--- src/wacd_pkg.sv ---
// shared types and constants for the windowed average change detector
// used by every module of the block; no dependencies
package wacd_pkg;

  localparam int unsigned SAMPLE_W   = 12;
  localparam int unsigned SUM_W      = 20;
  localparam int unsigned CNT_W      = 9;
  localparam int unsigned AVG_W      = 16;
  localparam int unsigned THR_W      = 16;
  localparam int unsigned CFG_DATA_W = 16;
  localparam int unsigned CFG_IDX_W  = 2;

  localparam int unsigned MAX_WINDOW = 256;

  // dividend is |sum| scaled by 16
  localparam int unsigned DVD_W     = SUM_W + 4;
  localparam int unsigned DIV_STEPS = DVD_W;
  localparam int unsigned DIV_CNT_W = $clog2(DIV_STEPS);
  localparam int unsigned REM_W     = CNT_W + 1;

  localparam int unsigned QDEPTH = 2;
  localparam int unsigned QPTR_W = $clog2(QDEPTH);
  localparam int unsigned QCNT_W = $clog2(QDEPTH + 1);

  localparam logic [CFG_IDX_W-1:0] REG_WINDOW_LENGTH    = CFG_IDX_W'(0);
  localparam logic [CFG_IDX_W-1:0] REG_CHANGE_THRESHOLD = CFG_IDX_W'(1);

  localparam logic signed [SUM_W-1:0] SUM_MAX = {1'b0, {(SUM_W-1){1'b1}}};
  localparam logic signed [SUM_W-1:0] SUM_MIN = {1'b1, {(SUM_W-1){1'b0}}};

  typedef enum logic [1:0] {
    ST_EMPTY     = 2'd0,
    ST_BASELINE  = 2'd1,
    ST_NO_CHANGE = 2'd2,
    ST_CHANGE    = 2'd3
  } status_e;

  typedef enum logic [1:0] {
    BK_IDLE,
    BK_DIVIDE,
    BK_DONE
  } back_state_e;

  typedef struct packed {
    logic [CNT_W-1:0] window_length;
    logic [THR_W-1:0] change_threshold;
  } cfg_t;

  // one finished window handed from front to back
  typedef struct packed {
    logic signed [SUM_W-1:0] sum;
    logic [CNT_W-1:0]        count;
  } win_t;

endpackage

--- src/wacd_front.sv ---
// front end: accumulates valid samples and closes windows
// depends on wacd_pkg
module wacd_front (
  input  logic                                 clk_i,
  input  logic                                 rst_ni,
  input  logic                                 accept_i,
  input  logic signed [wacd_pkg::SAMPLE_W-1:0] sample_i,
  input  logic                                 sample_ok_i,
  input  logic [wacd_pkg::CNT_W-1:0]           window_length_i,
  output logic                                 push_o,
  output wacd_pkg::win_t                       win_o
);

  logic signed [wacd_pkg::SUM_W-1:0] sum_q, sum_d;
  logic [wacd_pkg::CNT_W-1:0]        valid_q, valid_d;
  logic [wacd_pkg::CNT_W-1:0]        seen_q, seen_d;
  logic [wacd_pkg::CNT_W-1:0]        eff_len;
  logic signed [wacd_pkg::SUM_W:0]   sum_wide;
  logic signed [wacd_pkg::SUM_W-1:0] sum_new;
  logic [wacd_pkg::CNT_W-1:0]        valid_new;
  logic [wacd_pkg::CNT_W-1:0]        seen_new;

  always_comb begin
    if (window_length_i == '0) begin
      eff_len = wacd_pkg::CNT_W'(1);
    end else if (window_length_i > wacd_pkg::CNT_W'(wacd_pkg::MAX_WINDOW)) begin
      eff_len = wacd_pkg::CNT_W'(wacd_pkg::MAX_WINDOW);
    end else begin
      eff_len = window_length_i;
    end
  end

  always_comb begin
    sum_wide = (wacd_pkg::SUM_W+1)'(sum_q)
             + (wacd_pkg::SUM_W+1)'(sample_i);
    sum_new   = sum_q;
    valid_new = valid_q;
    if (sample_ok_i) begin
      // saturate the running sum
      if (sum_wide > (wacd_pkg::SUM_W+1)'(wacd_pkg::SUM_MAX)) begin
        sum_new = wacd_pkg::SUM_MAX;
      end else if (sum_wide < (wacd_pkg::SUM_W+1)'(wacd_pkg::SUM_MIN)) begin
        sum_new = wacd_pkg::SUM_MIN;
      end else begin
        sum_new = sum_wide[wacd_pkg::SUM_W-1:0];
      end
      if (valid_q != '1) begin
        valid_new = valid_q + 1'b1;
      end
    end
    seen_new = (seen_q != '1) ? seen_q + 1'b1 : seen_q;

    push_o    = 1'b0;
    win_o.sum   = sum_new;
    win_o.count = valid_new;
    sum_d   = sum_q;
    valid_d = valid_q;
    seen_d  = seen_q;
    if (accept_i) begin
      if (seen_new >= eff_len) begin
        push_o  = 1'b1;
        sum_d   = '0;
        valid_d = '0;
        seen_d  = '0;
      end else begin
        sum_d   = sum_new;
        valid_d = valid_new;
        seen_d  = seen_new;
      end
    end
  end

  always_ff @(posedge clk_i or negedge rst_ni) begin
    if (!rst_ni) begin
      sum_q   <= '0;
      valid_q <= '0;
      seen_q  <= '0;
    end else begin
      sum_q   <= sum_d;
      valid_q <= valid_d;
      seen_q  <= seen_d;
    end
  end

endmodule

--- src/wacd_queue.sv ---
// two-entry queue of finished windows between front and back end
// depends on wacd_pkg
module wacd_queue (
  input  logic           clk_i,
  input  logic           rst_ni,
  input  logic           push_i,
  input  wacd_pkg::win_t wr_data_i,
  input  logic           pop_i,
  output wacd_pkg::win_t rd_data_o,
  output logic           full_o,
  output logic           empty_o
);

  wacd_pkg::win_t                mem_q [wacd_pkg::QDEPTH];
  logic [wacd_pkg::QPTR_W-1:0]   wr_ptr_q, rd_ptr_q;
  logic [wacd_pkg::QCNT_W-1:0]   count_q;

  assign full_o    = (count_q == wacd_pkg::QCNT_W'(wacd_pkg::QDEPTH));
  assign empty_o   = (count_q == '0);
  assign rd_data_o = mem_q[rd_ptr_q];

  always_ff @(posedge clk_i) begin
    if (push_i) begin
      mem_q[wr_ptr_q] <= wr_data_i;
    end
  end

  always_ff @(posedge clk_i or negedge rst_ni) begin
    if (!rst_ni) begin
      wr_ptr_q <= '0;
      rd_ptr_q <= '0;
      count_q  <= '0;
    end else begin
      if (push_i) begin
        wr_ptr_q <= wr_ptr_q + 1'b1;
      end
      if (pop_i) begin
        rd_ptr_q <= rd_ptr_q + 1'b1;
      end
      if (push_i && !pop_i) begin
        count_q <= count_q + 1'b1;
      end else if (!push_i && pop_i) begin
        count_q <= count_q - 1'b1;
      end
    end
  end

`ifndef SYNTHESIS
  a_no_overflow: assert property (@(posedge clk_i) disable iff (!rst_ni)
    push_i |-> !full_o)
    else $error("queue push while full");
  a_no_underflow: assert property (@(posedge clk_i) disable iff (!rst_ni)
    pop_i |-> !empty_o)
    else $error("queue pop while empty");
  a_count_range: assert property (@(posedge clk_i) disable iff (!rst_ni)
    count_q <= wacd_pkg::QCNT_W'(wacd_pkg::QDEPTH))
    else $error("queue count out of range");
  a_count_inc: assert property (@(posedge clk_i) disable iff (!rst_ni)
    (push_i && !pop_i) |=> count_q == $past(count_q) + 1'b1)
    else $error("queue count not advanced on push");
`endif

endmodule

--- src/wacd_back.sv ---
// back end: shared restoring divider, baseline compare and output register
// depends on wacd_pkg
module wacd_back (
  input  logic                               clk_i,
  input  logic                               rst_ni,
  input  wacd_pkg::win_t                     win_i,
  input  logic                               empty_i,
  output logic                               pop_o,
  input  logic [wacd_pkg::THR_W-1:0]         change_threshold_i,
  output logic                               out_valid_o,
  input  logic                               out_stall_i,
  output logic [1:0]                         status_o,
  output logic signed [wacd_pkg::AVG_W-1:0]  average_o,
  output logic [wacd_pkg::AVG_W-1:0]         difference_o
);

  wacd_pkg::back_state_e state_q, state_d;

  logic [wacd_pkg::DVD_W-1:0]     dvd_q, dvd_d;
  logic [wacd_pkg::REM_W-1:0]     rem_q, rem_d;
  logic [wacd_pkg::CNT_W-1:0]     divisor_q, divisor_d;
  logic [wacd_pkg::DIV_CNT_W-1:0] step_q, step_d;
  logic                           neg_q, neg_d;
  logic                           empty_q, empty_d;

  logic signed [wacd_pkg::AVG_W-1:0] base_q, base_d;
  logic                              base_valid_q, base_valid_d;

  logic                              out_valid_q, out_valid_d;
  wacd_pkg::status_e                 out_status_q, out_status_d;
  logic signed [wacd_pkg::AVG_W-1:0] out_avg_q, out_avg_d;
  logic [wacd_pkg::AVG_W-1:0]        out_diff_q, out_diff_d;

  logic [wacd_pkg::SUM_W-1:0]        abs_sum;
  logic [wacd_pkg::REM_W-1:0]        rem_sh;
  logic                              rem_ge;
  logic                              out_free;
  logic signed [wacd_pkg::AVG_W-1:0] avg;
  logic signed [wacd_pkg::AVG_W:0]   delta;
  logic [wacd_pkg::AVG_W:0]          delta_abs;
  logic [wacd_pkg::AVG_W-1:0]        diff;

  assign abs_sum  = win_i.sum[wacd_pkg::SUM_W-1] ? wacd_pkg::SUM_W'(-win_i.sum)
                                                 : wacd_pkg::SUM_W'(win_i.sum);
  assign rem_sh   = {rem_q[wacd_pkg::REM_W-2:0], dvd_q[wacd_pkg::DVD_W-1]};
  assign rem_ge   = (rem_sh >= wacd_pkg::REM_W'(divisor_q));
  assign out_free = !out_valid_q || !out_stall_i;

  // quotient magnitude sits in dvd_q after the last step; clamp to Q12.4
  always_comb begin
    if (neg_q) begin
      if (dvd_q > wacd_pkg::DVD_W'(32768)) begin
        avg = {1'b1, {(wacd_pkg::AVG_W-1){1'b0}}};
      end else begin
        avg = -wacd_pkg::AVG_W'(dvd_q);
      end
    end else begin
      if (dvd_q > wacd_pkg::DVD_W'(32767)) begin
        avg = {1'b0, {(wacd_pkg::AVG_W-1){1'b1}}};
      end else begin
        avg = wacd_pkg::AVG_W'(dvd_q);
      end
    end
    delta     = (wacd_pkg::AVG_W+1)'(avg) - (wacd_pkg::AVG_W+1)'(base_q);
    delta_abs = delta[wacd_pkg::AVG_W] ? (wacd_pkg::AVG_W+1)'(-delta)
                                       : (wacd_pkg::AVG_W+1)'(delta);
    diff      = delta_abs[wacd_pkg::AVG_W-1:0];
  end

  always_comb begin
    state_d      = state_q;
    dvd_d        = dvd_q;
    rem_d        = rem_q;
    divisor_d    = divisor_q;
    step_d       = step_q;
    neg_d        = neg_q;
    empty_d      = empty_q;
    base_d       = base_q;
    base_valid_d = base_valid_q;
    out_valid_d  = out_valid_q && out_stall_i;
    out_status_d = out_status_q;
    out_avg_d    = out_avg_q;
    out_diff_d   = out_diff_q;
    pop_o        = 1'b0;

    unique case (state_q)
      wacd_pkg::BK_IDLE: begin
        if (!empty_i) begin
          pop_o     = 1'b1;
          empty_d   = (win_i.count == '0);
          neg_d     = win_i.sum[wacd_pkg::SUM_W-1];
          dvd_d     = {abs_sum, 4'b0000};
          divisor_d = win_i.count;
          rem_d     = '0;
          step_d    = '0;
          state_d   = (win_i.count == '0) ? wacd_pkg::BK_DONE : wacd_pkg::BK_DIVIDE;
        end
      end
      wacd_pkg::BK_DIVIDE: begin
        rem_d  = rem_ge ? rem_sh - wacd_pkg::REM_W'(divisor_q) : rem_sh;
        dvd_d  = {dvd_q[wacd_pkg::DVD_W-2:0], rem_ge};
        step_d = step_q + 1'b1;
        if (step_q == wacd_pkg::DIV_CNT_W'(wacd_pkg::DIV_STEPS - 1)) begin
          state_d = wacd_pkg::BK_DONE;
        end
      end
      wacd_pkg::BK_DONE: begin
        if (out_free) begin
          out_valid_d = 1'b1;
          state_d     = wacd_pkg::BK_IDLE;
          if (empty_q) begin
            out_status_d = wacd_pkg::ST_EMPTY;
            out_avg_d    = '0;
            out_diff_d   = '0;
          end else if (!base_valid_q) begin
            out_status_d = wacd_pkg::ST_BASELINE;
            out_avg_d    = avg;
            out_diff_d   = '0;
            base_d       = avg;
            base_valid_d = 1'b1;
          end else if (diff > change_threshold_i) begin
            out_status_d = wacd_pkg::ST_CHANGE;
            out_avg_d    = avg;
            out_diff_d   = diff;
            base_d       = '0;
            base_valid_d = 1'b0;
          end else begin
            out_status_d = wacd_pkg::ST_NO_CHANGE;
            out_avg_d    = avg;
            out_diff_d   = diff;
            base_d       = avg;
          end
        end
      end
      default: begin
        state_d = wacd_pkg::BK_IDLE;
      end
    endcase
  end

  always_ff @(posedge clk_i or negedge rst_ni) begin
    if (!rst_ni) begin
      state_q      <= wacd_pkg::BK_IDLE;
      base_q       <= '0;
      base_valid_q <= 1'b0;
      out_valid_q  <= 1'b0;
    end else begin
      state_q      <= state_d;
      base_q       <= base_d;
      base_valid_q <= base_valid_d;
      out_valid_q  <= out_valid_d;
    end
  end

  always_ff @(posedge clk_i) begin
    dvd_q        <= dvd_d;
    rem_q        <= rem_d;
    divisor_q    <= divisor_d;
    step_q       <= step_d;
    neg_q        <= neg_d;
    empty_q      <= empty_d;
    out_status_q <= out_status_d;
    out_avg_q    <= out_avg_d;
    out_diff_q   <= out_diff_d;
  end

  assign out_valid_o  = out_valid_q;
  assign status_o     = out_status_q;
  assign average_o    = out_avg_q;
  assign difference_o = out_diff_q;

endmodule

--- src/windowed_average_change_detector.sv ---
// Windowed average change detector. Samples are accepted one per cycle while the
// two-entry window queue has room; a window ends on the sample that brings the
// count to the window length (0 counts as 1, above 256 as 256). For each non-empty
// window the back end pops it, runs the 24 steps of the shared restoring divider
// and then compares and loads the output register, while an empty window skips
// the divider (one pop, one load of the output register). The back end takes a new
// window only after it has loaded the result of the last one. The output register
// frees the back end while a result waits.
// depends on wacd_pkg, wacd_front, wacd_queue, wacd_back
module windowed_average_change_detector (
  input  logic                                   clk_i,
  input  logic                                   rst_ni,
  input  logic                                   cfg_we_i,
  input  logic [wacd_pkg::CFG_IDX_W-1:0]         cfg_index_i,
  input  logic [wacd_pkg::CFG_DATA_W-1:0]        cfg_wdata_i,
  input  logic                                   in_valid_i,
  output logic                                   in_stall_o,
  input  logic signed [wacd_pkg::SAMPLE_W-1:0]   sample_i,
  input  logic                                   sample_ok_i,
  output logic                                   out_valid_o,
  input  logic                                   out_stall_i,
  output logic [1:0]                             status_o,
  output logic signed [wacd_pkg::AVG_W-1:0]      average_o,
  output logic [wacd_pkg::AVG_W-1:0]             difference_o
);

  wacd_pkg::cfg_t cfg_q;
  wacd_pkg::win_t push_win, pop_win;
  logic           push, pop, q_full, q_empty, accept;

  always_ff @(posedge clk_i or negedge rst_ni) begin
    if (!rst_ni) begin
      cfg_q.window_length    <= wacd_pkg::CNT_W'(16);
      cfg_q.change_threshold <= wacd_pkg::THR_W'(16);
    end else if (cfg_we_i) begin
      unique case (cfg_index_i)
        wacd_pkg::REG_WINDOW_LENGTH: begin
          cfg_q.window_length <= cfg_wdata_i[wacd_pkg::CNT_W-1:0];
        end
        wacd_pkg::REG_CHANGE_THRESHOLD: begin
          cfg_q.change_threshold <= cfg_wdata_i[wacd_pkg::THR_W-1:0];
        end
        default: begin
        end
      endcase
    end
  end

  assign in_stall_o = q_full;
  assign accept     = in_valid_i && !q_full;

  wacd_front u_front (
    .clk_i           (clk_i),
    .rst_ni          (rst_ni),
    .accept_i        (accept),
    .sample_i        (sample_i),
    .sample_ok_i     (sample_ok_i),
    .window_length_i (cfg_q.window_length),
    .push_o          (push),
    .win_o           (push_win)
  );

  wacd_queue u_queue (
    .clk_i     (clk_i),
    .rst_ni    (rst_ni),
    .push_i    (push),
    .wr_data_i (push_win),
    .pop_i     (pop),
    .rd_data_o (pop_win),
    .full_o    (q_full),
    .empty_o   (q_empty)
  );

  wacd_back u_back (
    .clk_i              (clk_i),
    .rst_ni             (rst_ni),
    .win_i              (pop_win),
    .empty_i            (q_empty),
    .pop_o              (pop),
    .change_threshold_i (cfg_q.change_threshold),
    .out_valid_o        (out_valid_o),
    .out_stall_i        (out_stall_i),
    .status_o           (status_o),
    .average_o          (average_o),
    .difference_o       (difference_o)
  );

endmodule
--- config.mk ---
export PLATFORM = sky130hd
export DESIGN_NAME = windowed_average_change_detector
export DESIGN_NICKNAME = d
export VERILOG_FILES = /design/src/wacd_pkg.sv /design/src/wacd_front.sv /design/src/wacd_queue.sv /design/src/wacd_back.sv /design/src/windowed_average_change_detector.sv
export SDC_FILE = /design/constraint.sdc
export NUM_CORES = 1
export LEC_CHECK = 0
export ABC_AREA = 1
export BUFFER_PORTS_ARGS = -buffer_cell sky130_fd_sc_hd__buf_2
export CORE_ASPECT_RATIO = 0.8
export CORE_MARGIN = 4
export CORE_UTILIZATION = 65
export CTS_CLUSTER_DIAMETER = 80
export DETAILED_ROUTE_END_ITERATION = 6
export PLACE_DENSITY = 0.93
export SLEW_MARGIN = 0
export SYNTH_ARGS = -nofsm -noshare
export SYNTH_HDL_FRONTEND = slang
export SYNTH_SLANG_ARGS = --single-unit
--- constraint.sdc ---
create_clock -name clk_i -period 10.7 [get_ports clk_i]
set_input_delay 1.07 -clock clk_i [delete_from_list [all_inputs] [get_ports clk_i]]
set_output_delay 1.07 -clock clk_i [all_outputs]
set_load 0.1 [all_outputs]
==> implementation parameters <==
Parameter                              Value

CTS
  Clock Latency Late Sink ... between 0.5 and 0.6 ns
  Clock tree from TritonCTS ... built
  Clock slew at the register clock pins of the worst setup and hold paths ... 0.07 ns
  Count of H-tree levels built during CTS ... 1
  Buffers inserted during post-CTS setup optimization ... 0
  Sinks on Clock Net ... 228
  Number of CTS-inserted buffers ... 24
  Number of buffers on the longest clock path ... 3
  Buffer type at the clock tree root ... sky130_fd_sc_hd__clkbuf_16
  Count of cells resized by post-cts repair ... 0
  Hold buffers post-CTS ... 0

Placed design
  Setup slack after placement ... 4.79 ns
  Port Buffers ... slightly above 70
  Detailed placement HPWL ... approximately 25 mm
  Placer congestion estimate ... 0.980

Synthesis
  Synth Area in Simple Gates ... 24.9%
  Count of synthesis-stage warnings from yosys ... 0
  Cell taking the most area after synthesis ... sky130_fd_sc_hd__edfxtp_1
  Sequential cell area fraction in the yosys report ... ~45%
  Post-synth cell types ... 51
  Flops & latches, synth ... between 200 and 250
  Number of standard cells after synthesis ... ~1700
  Leading post-synthesis cells by cell area ... sky130_fd_sc_hd__edfxtp_1 (30%), sky130_fd_sc_hd__dfrtp_1 (15%), sky130_fd_sc_hd__nand2_1 (12%)
  Share of synthesized area spent on multiplexers ... 0.424%
  Post-synth EDFFs ... 141
  Area fraction in compound gates after synthesis ... roughly a tenth
  Xor/xnor share of the synthesized area ... 3.59%
  Net count after synthesis ... 1849
  Ys async rst share ... 38.2%
  Post-synth top area share ... 29.9%
  Mean post-synth cell area ... 8.17 um2
  Synthesized-area fraction occupied by adder cells ... 7.23%
  Post-Syn Area ... between 10000 and 15000 um2
  Commonest register cell after synthesis ... sky130_fd_sc_hd__edfxtp_1
  Dominant combinational cell family by area after synthesis ... simple AND/OR/NAND/NOR gates

Drt
  Detailed-route via count ... between 10000 and 15000
  Routed wire per std cell ... 16.1 um
  Routed Antenna Nets ... 0
  Number of remaining DRC errors ... 0
  Starting DRC count in detailed routing ... ~1200
  Total Routed Length ... 33.5 mm
  Router iterations before antenna repair ... 6
  Via density ... 5.76

Worst setup path
  Critical Setup Path Class ... reg -> reg
  Worst Path Arrival ... about 6.5 ns
  Data required time at the worst endpoint ... around 11 ns
  Crit path capture ... u_back.base_q[12]
  Worst-case register-to-register setup slack ... 4.54 ns
  Maximum fanout along the worst path ... 16
  Startpoint of the worst setup timing path ... u_back.dvd_q[0]
  Highest cell delay on the worst timing path ... around 0.53 ns
  Reg-to-reg startpoint ... u_back.dvd_q[0]
  Cell repeated most along the worst path ... sky130_fd_sc_hd__nand2_1
  Critical Path End Type ... flip-flop
  Crit path max-delay cell type ... sky130_fd_sc_hd__o21ai_1
  CP startpoint kind ... flip-flop
  Endpoint of the most critical register-to-register path ... u_back.base_q[12]
  FF-to-FF path depth ... 33

Floorplanning
  Die area ... approximately 24000 um2
  Effective utilization at floorplan ... 67.2%
  Number of primary I/O pins ... 72
  Height of the die ... 140 um
  Die boundary width ... 173 um
  Placeable core area ... 21100 um2
  Standard-cell row count ... 47

Finish
  Ratio of cells with drive above 1 in the final layout ... 10.3%
  Final antenna diode count ... 0
  Area Growth Syn to Fin ... 9.21%
  Number of filler cells placed in the layout ... between 1000 and 1500
  Nets@finish ... 1912
  Leading cell types in the layout, fill and taps excluded ... sky130_fd_sc_hd__nand2_1 (450), sky130_fd_sc_hd__inv_1 (247), sky130_fd_sc_hd__nor2_1 (144)
  End-of-flow core utilization ... 73.4%
  Most common cell after layout, fill and taps aside ... sky130_fd_sc_hd__nand2_1

Pwr
  Pleak ... 0.00752 uW
  PD cells ... 290 nW/um2
  Worst IR drop on VDD ... 178 uV

Run status
  Outcome ... completed

STA
  Transition time of the tightest slew-check pin ... 1.18 ns
  Clock skew ... 0.0115 ns
  Count of final hold-check violations ... 0
  Fraction of the cycle the final worst path needs ... between 50% and 60%
  Number of failing setup endpoints in the final timing report ... 0
  Highest clock frequency the design can meet ... 0.162 GHz
  Number of pins with negative max-slew slack in the final report ... 0
  Worst-case headroom to the max-slew limit ... 20.7%
  Clock period minus final worst setup slack ... between 6 and 7 ns
  Setup TNS after final layout ... 0 ns
  Setup ws final ... 4.54 ns
  RSZ-0062 raised after global routing ... false

Global route
  Global route overflow ... 0
  Maximum number of pins on one net before global-route repair ... 71
  Antenna violations before repair ... 1
  Global Route Usage Sum ... between 20 and 30%
  Wire length of the first global-routing pass ... 55.2 mm
  Via count of the first global-routing pass ... 11300

Run
  Maxcap violations ... 0

Worst hold path
  Type of the most critical hold path ... in -> async
worst min-delay path by stage:
stage                        start                 to  slack [ns]
after floorplan           cfg_q[1]           cfg_q[1]        0.45
after global placement    cfg_q[8]           cfg_q[8]        0.47
after detailed placement  cfg_q[1]           cfg_q[1]        0.47
after CTS                   rst_ni  u_front.sum_q[10]        0.43
after global routing        rst_ni  u_front.sum_q[15]        0.44
final                       rst_ni  u_front.sum_q[18]        0.44
state kept, by name, indices dropped and copies added, names as in the netlist:
signal	cells
u_front.seen_q	9
u_front.valid_q	9
u_back.divisor_q	9
u_back.base_q	16
u_back.rem_q	9
u_queue.count_q	2
u_back.base_valid_q	1
u_front.sum_q	20
u_back.state_q	2
u_back.neg_q	1
u_queue.mem_q	58
u_back.average_o	16
u_back.status_o	2
u_back.step_q	5
u_back.difference_o	16
u_back.empty_q	1
u_back.out_valid_o	1
u_back.dvd_q	24
u_queue.wr_ptr_q	1
cfg_q	25
u_queue.rd_ptr_q	1
through the flow:
stage | hold slack, ns | cells | total power [uW] | area [um2]
after floorplan | 0.453 | 1733 | 3100 | 14200
final | 0.436 | 2083 | 4490 | 15500
after CTS | 0.432 | 2083 | 4450 | 15500
after global routing | 0.438 | 2083 | 4840 | 15500
after detailed placement | 0.474 | 2039 | 3630 | 14700
after global placement | 0.471 | 2039 | 3530 | 14700
report_power, final:
| part | internal [uW] | switching (uW) | leakage (uW) |
|---|---|---|---|
| combinational | 730 | 1510 | 0.00474 |
| clock | 457 | 345 | 0.000380 |
| sequential | 1290 | 154 | 0.00240 |
| total | 2480 | 2010 | 0.00752 |
area by class of cell:
class	instances	area, um2	area share [%]
multi-input cells	1212	6590	42.7
flip-flops and latches	228	6410	41.5
inverters	253	950	6.14
clock buffers	33	696	4.50
repair buffers	77	403	2.61
well taps	269	337	2.18
clock inverters	11	65.1	0.421
metal layers:
metal  share of wire (%)  track usage [%]
met1                  45             40.6
met2                  43             41.9
met3                 9.3             4.98
met4                 2.3             6.68
met5               0.039                0
worst max-delay path, delay by kind of cell (launching register included):
kind,cells,cell delay (ns)
simple gates,16,2.02
compound gates,6,1.29
buf+inv,7,1.15
fa+ha+maj,3,0.88
flops,1,0.40
xor+xnor,1,0.30
synth_stat cells (3+ instances only):
cell type,count
sky130_fd_sc_hd__inv_2,6
sky130_fd_sc_hd__nand2_1,450
sky130_fd_sc_hd__nor2_1,148
sky130_fd_sc_hd__edfxtp_1,141
sky130_fd_sc_hd__nand3b_1,8
sky130_fd_sc_hd__o22ai_1,19
sky130_fd_sc_hd__ha_1,77
sky130_fd_sc_hd__o21ai_2,6
sky130_fd_sc_hd__xor2_1,49
sky130_fd_sc_hd__mux2i_1,6
sky130_fd_sc_hd__o21bai_1,4
sky130_fd_sc_hd__a21o_1,6
sky130_fd_sc_hd__o211ai_1,3
sky130_fd_sc_hd__buf_2,8
sky130_fd_sc_hd__dfrtp_1,85
sky130_fd_sc_hd__clkbuf_1,21
sky130_fd_sc_hd__nor2_2,9
sky130_fd_sc_hd__inv_1,247
sky130_fd_sc_hd__a21oi_2,3
sky130_fd_sc_hd__a31oi_1,4
sky130_fd_sc_hd__a21oi_1,66
sky130_fd_sc_hd__xnor2_1,9
sky130_fd_sc_hd__nand4_1,31
sky130_fd_sc_hd__fa_1,3
sky130_fd_sc_hd__a21boi_1,18
sky130_fd_sc_hd__buf_6,7
sky130_fd_sc_hd__o21ai_0,90
sky130_fd_sc_hd__nor3_1,18
sky130_fd_sc_hd__a21boi_0,3
sky130_fd_sc_hd__a22oi_1,8
sky130_fd_sc_hd__and2_1,10
sky130_fd_sc_hd__or2_2,30
sky130_fd_sc_hd__nand2_2,6
sky130_fd_sc_hd__nor4_1,6
sky130_fd_sc_hd__buf_4,4
sky130_fd_sc_hd__nand3_1,92
sky130_fd_sc_hd__or2_1,7
sky130_fd_sc_hd__o21ai_1,10
cells by family (layout without fill, tap and decap cells):
group	Yosys count	in the layout
compound gates	249	249
simple gates	819	819
fa+ha+maj	80	80
flops	228	228
buf+inv	293	374
xor+xnor	58	58
mux	6	6
Power figures use the tool's default switching activity.
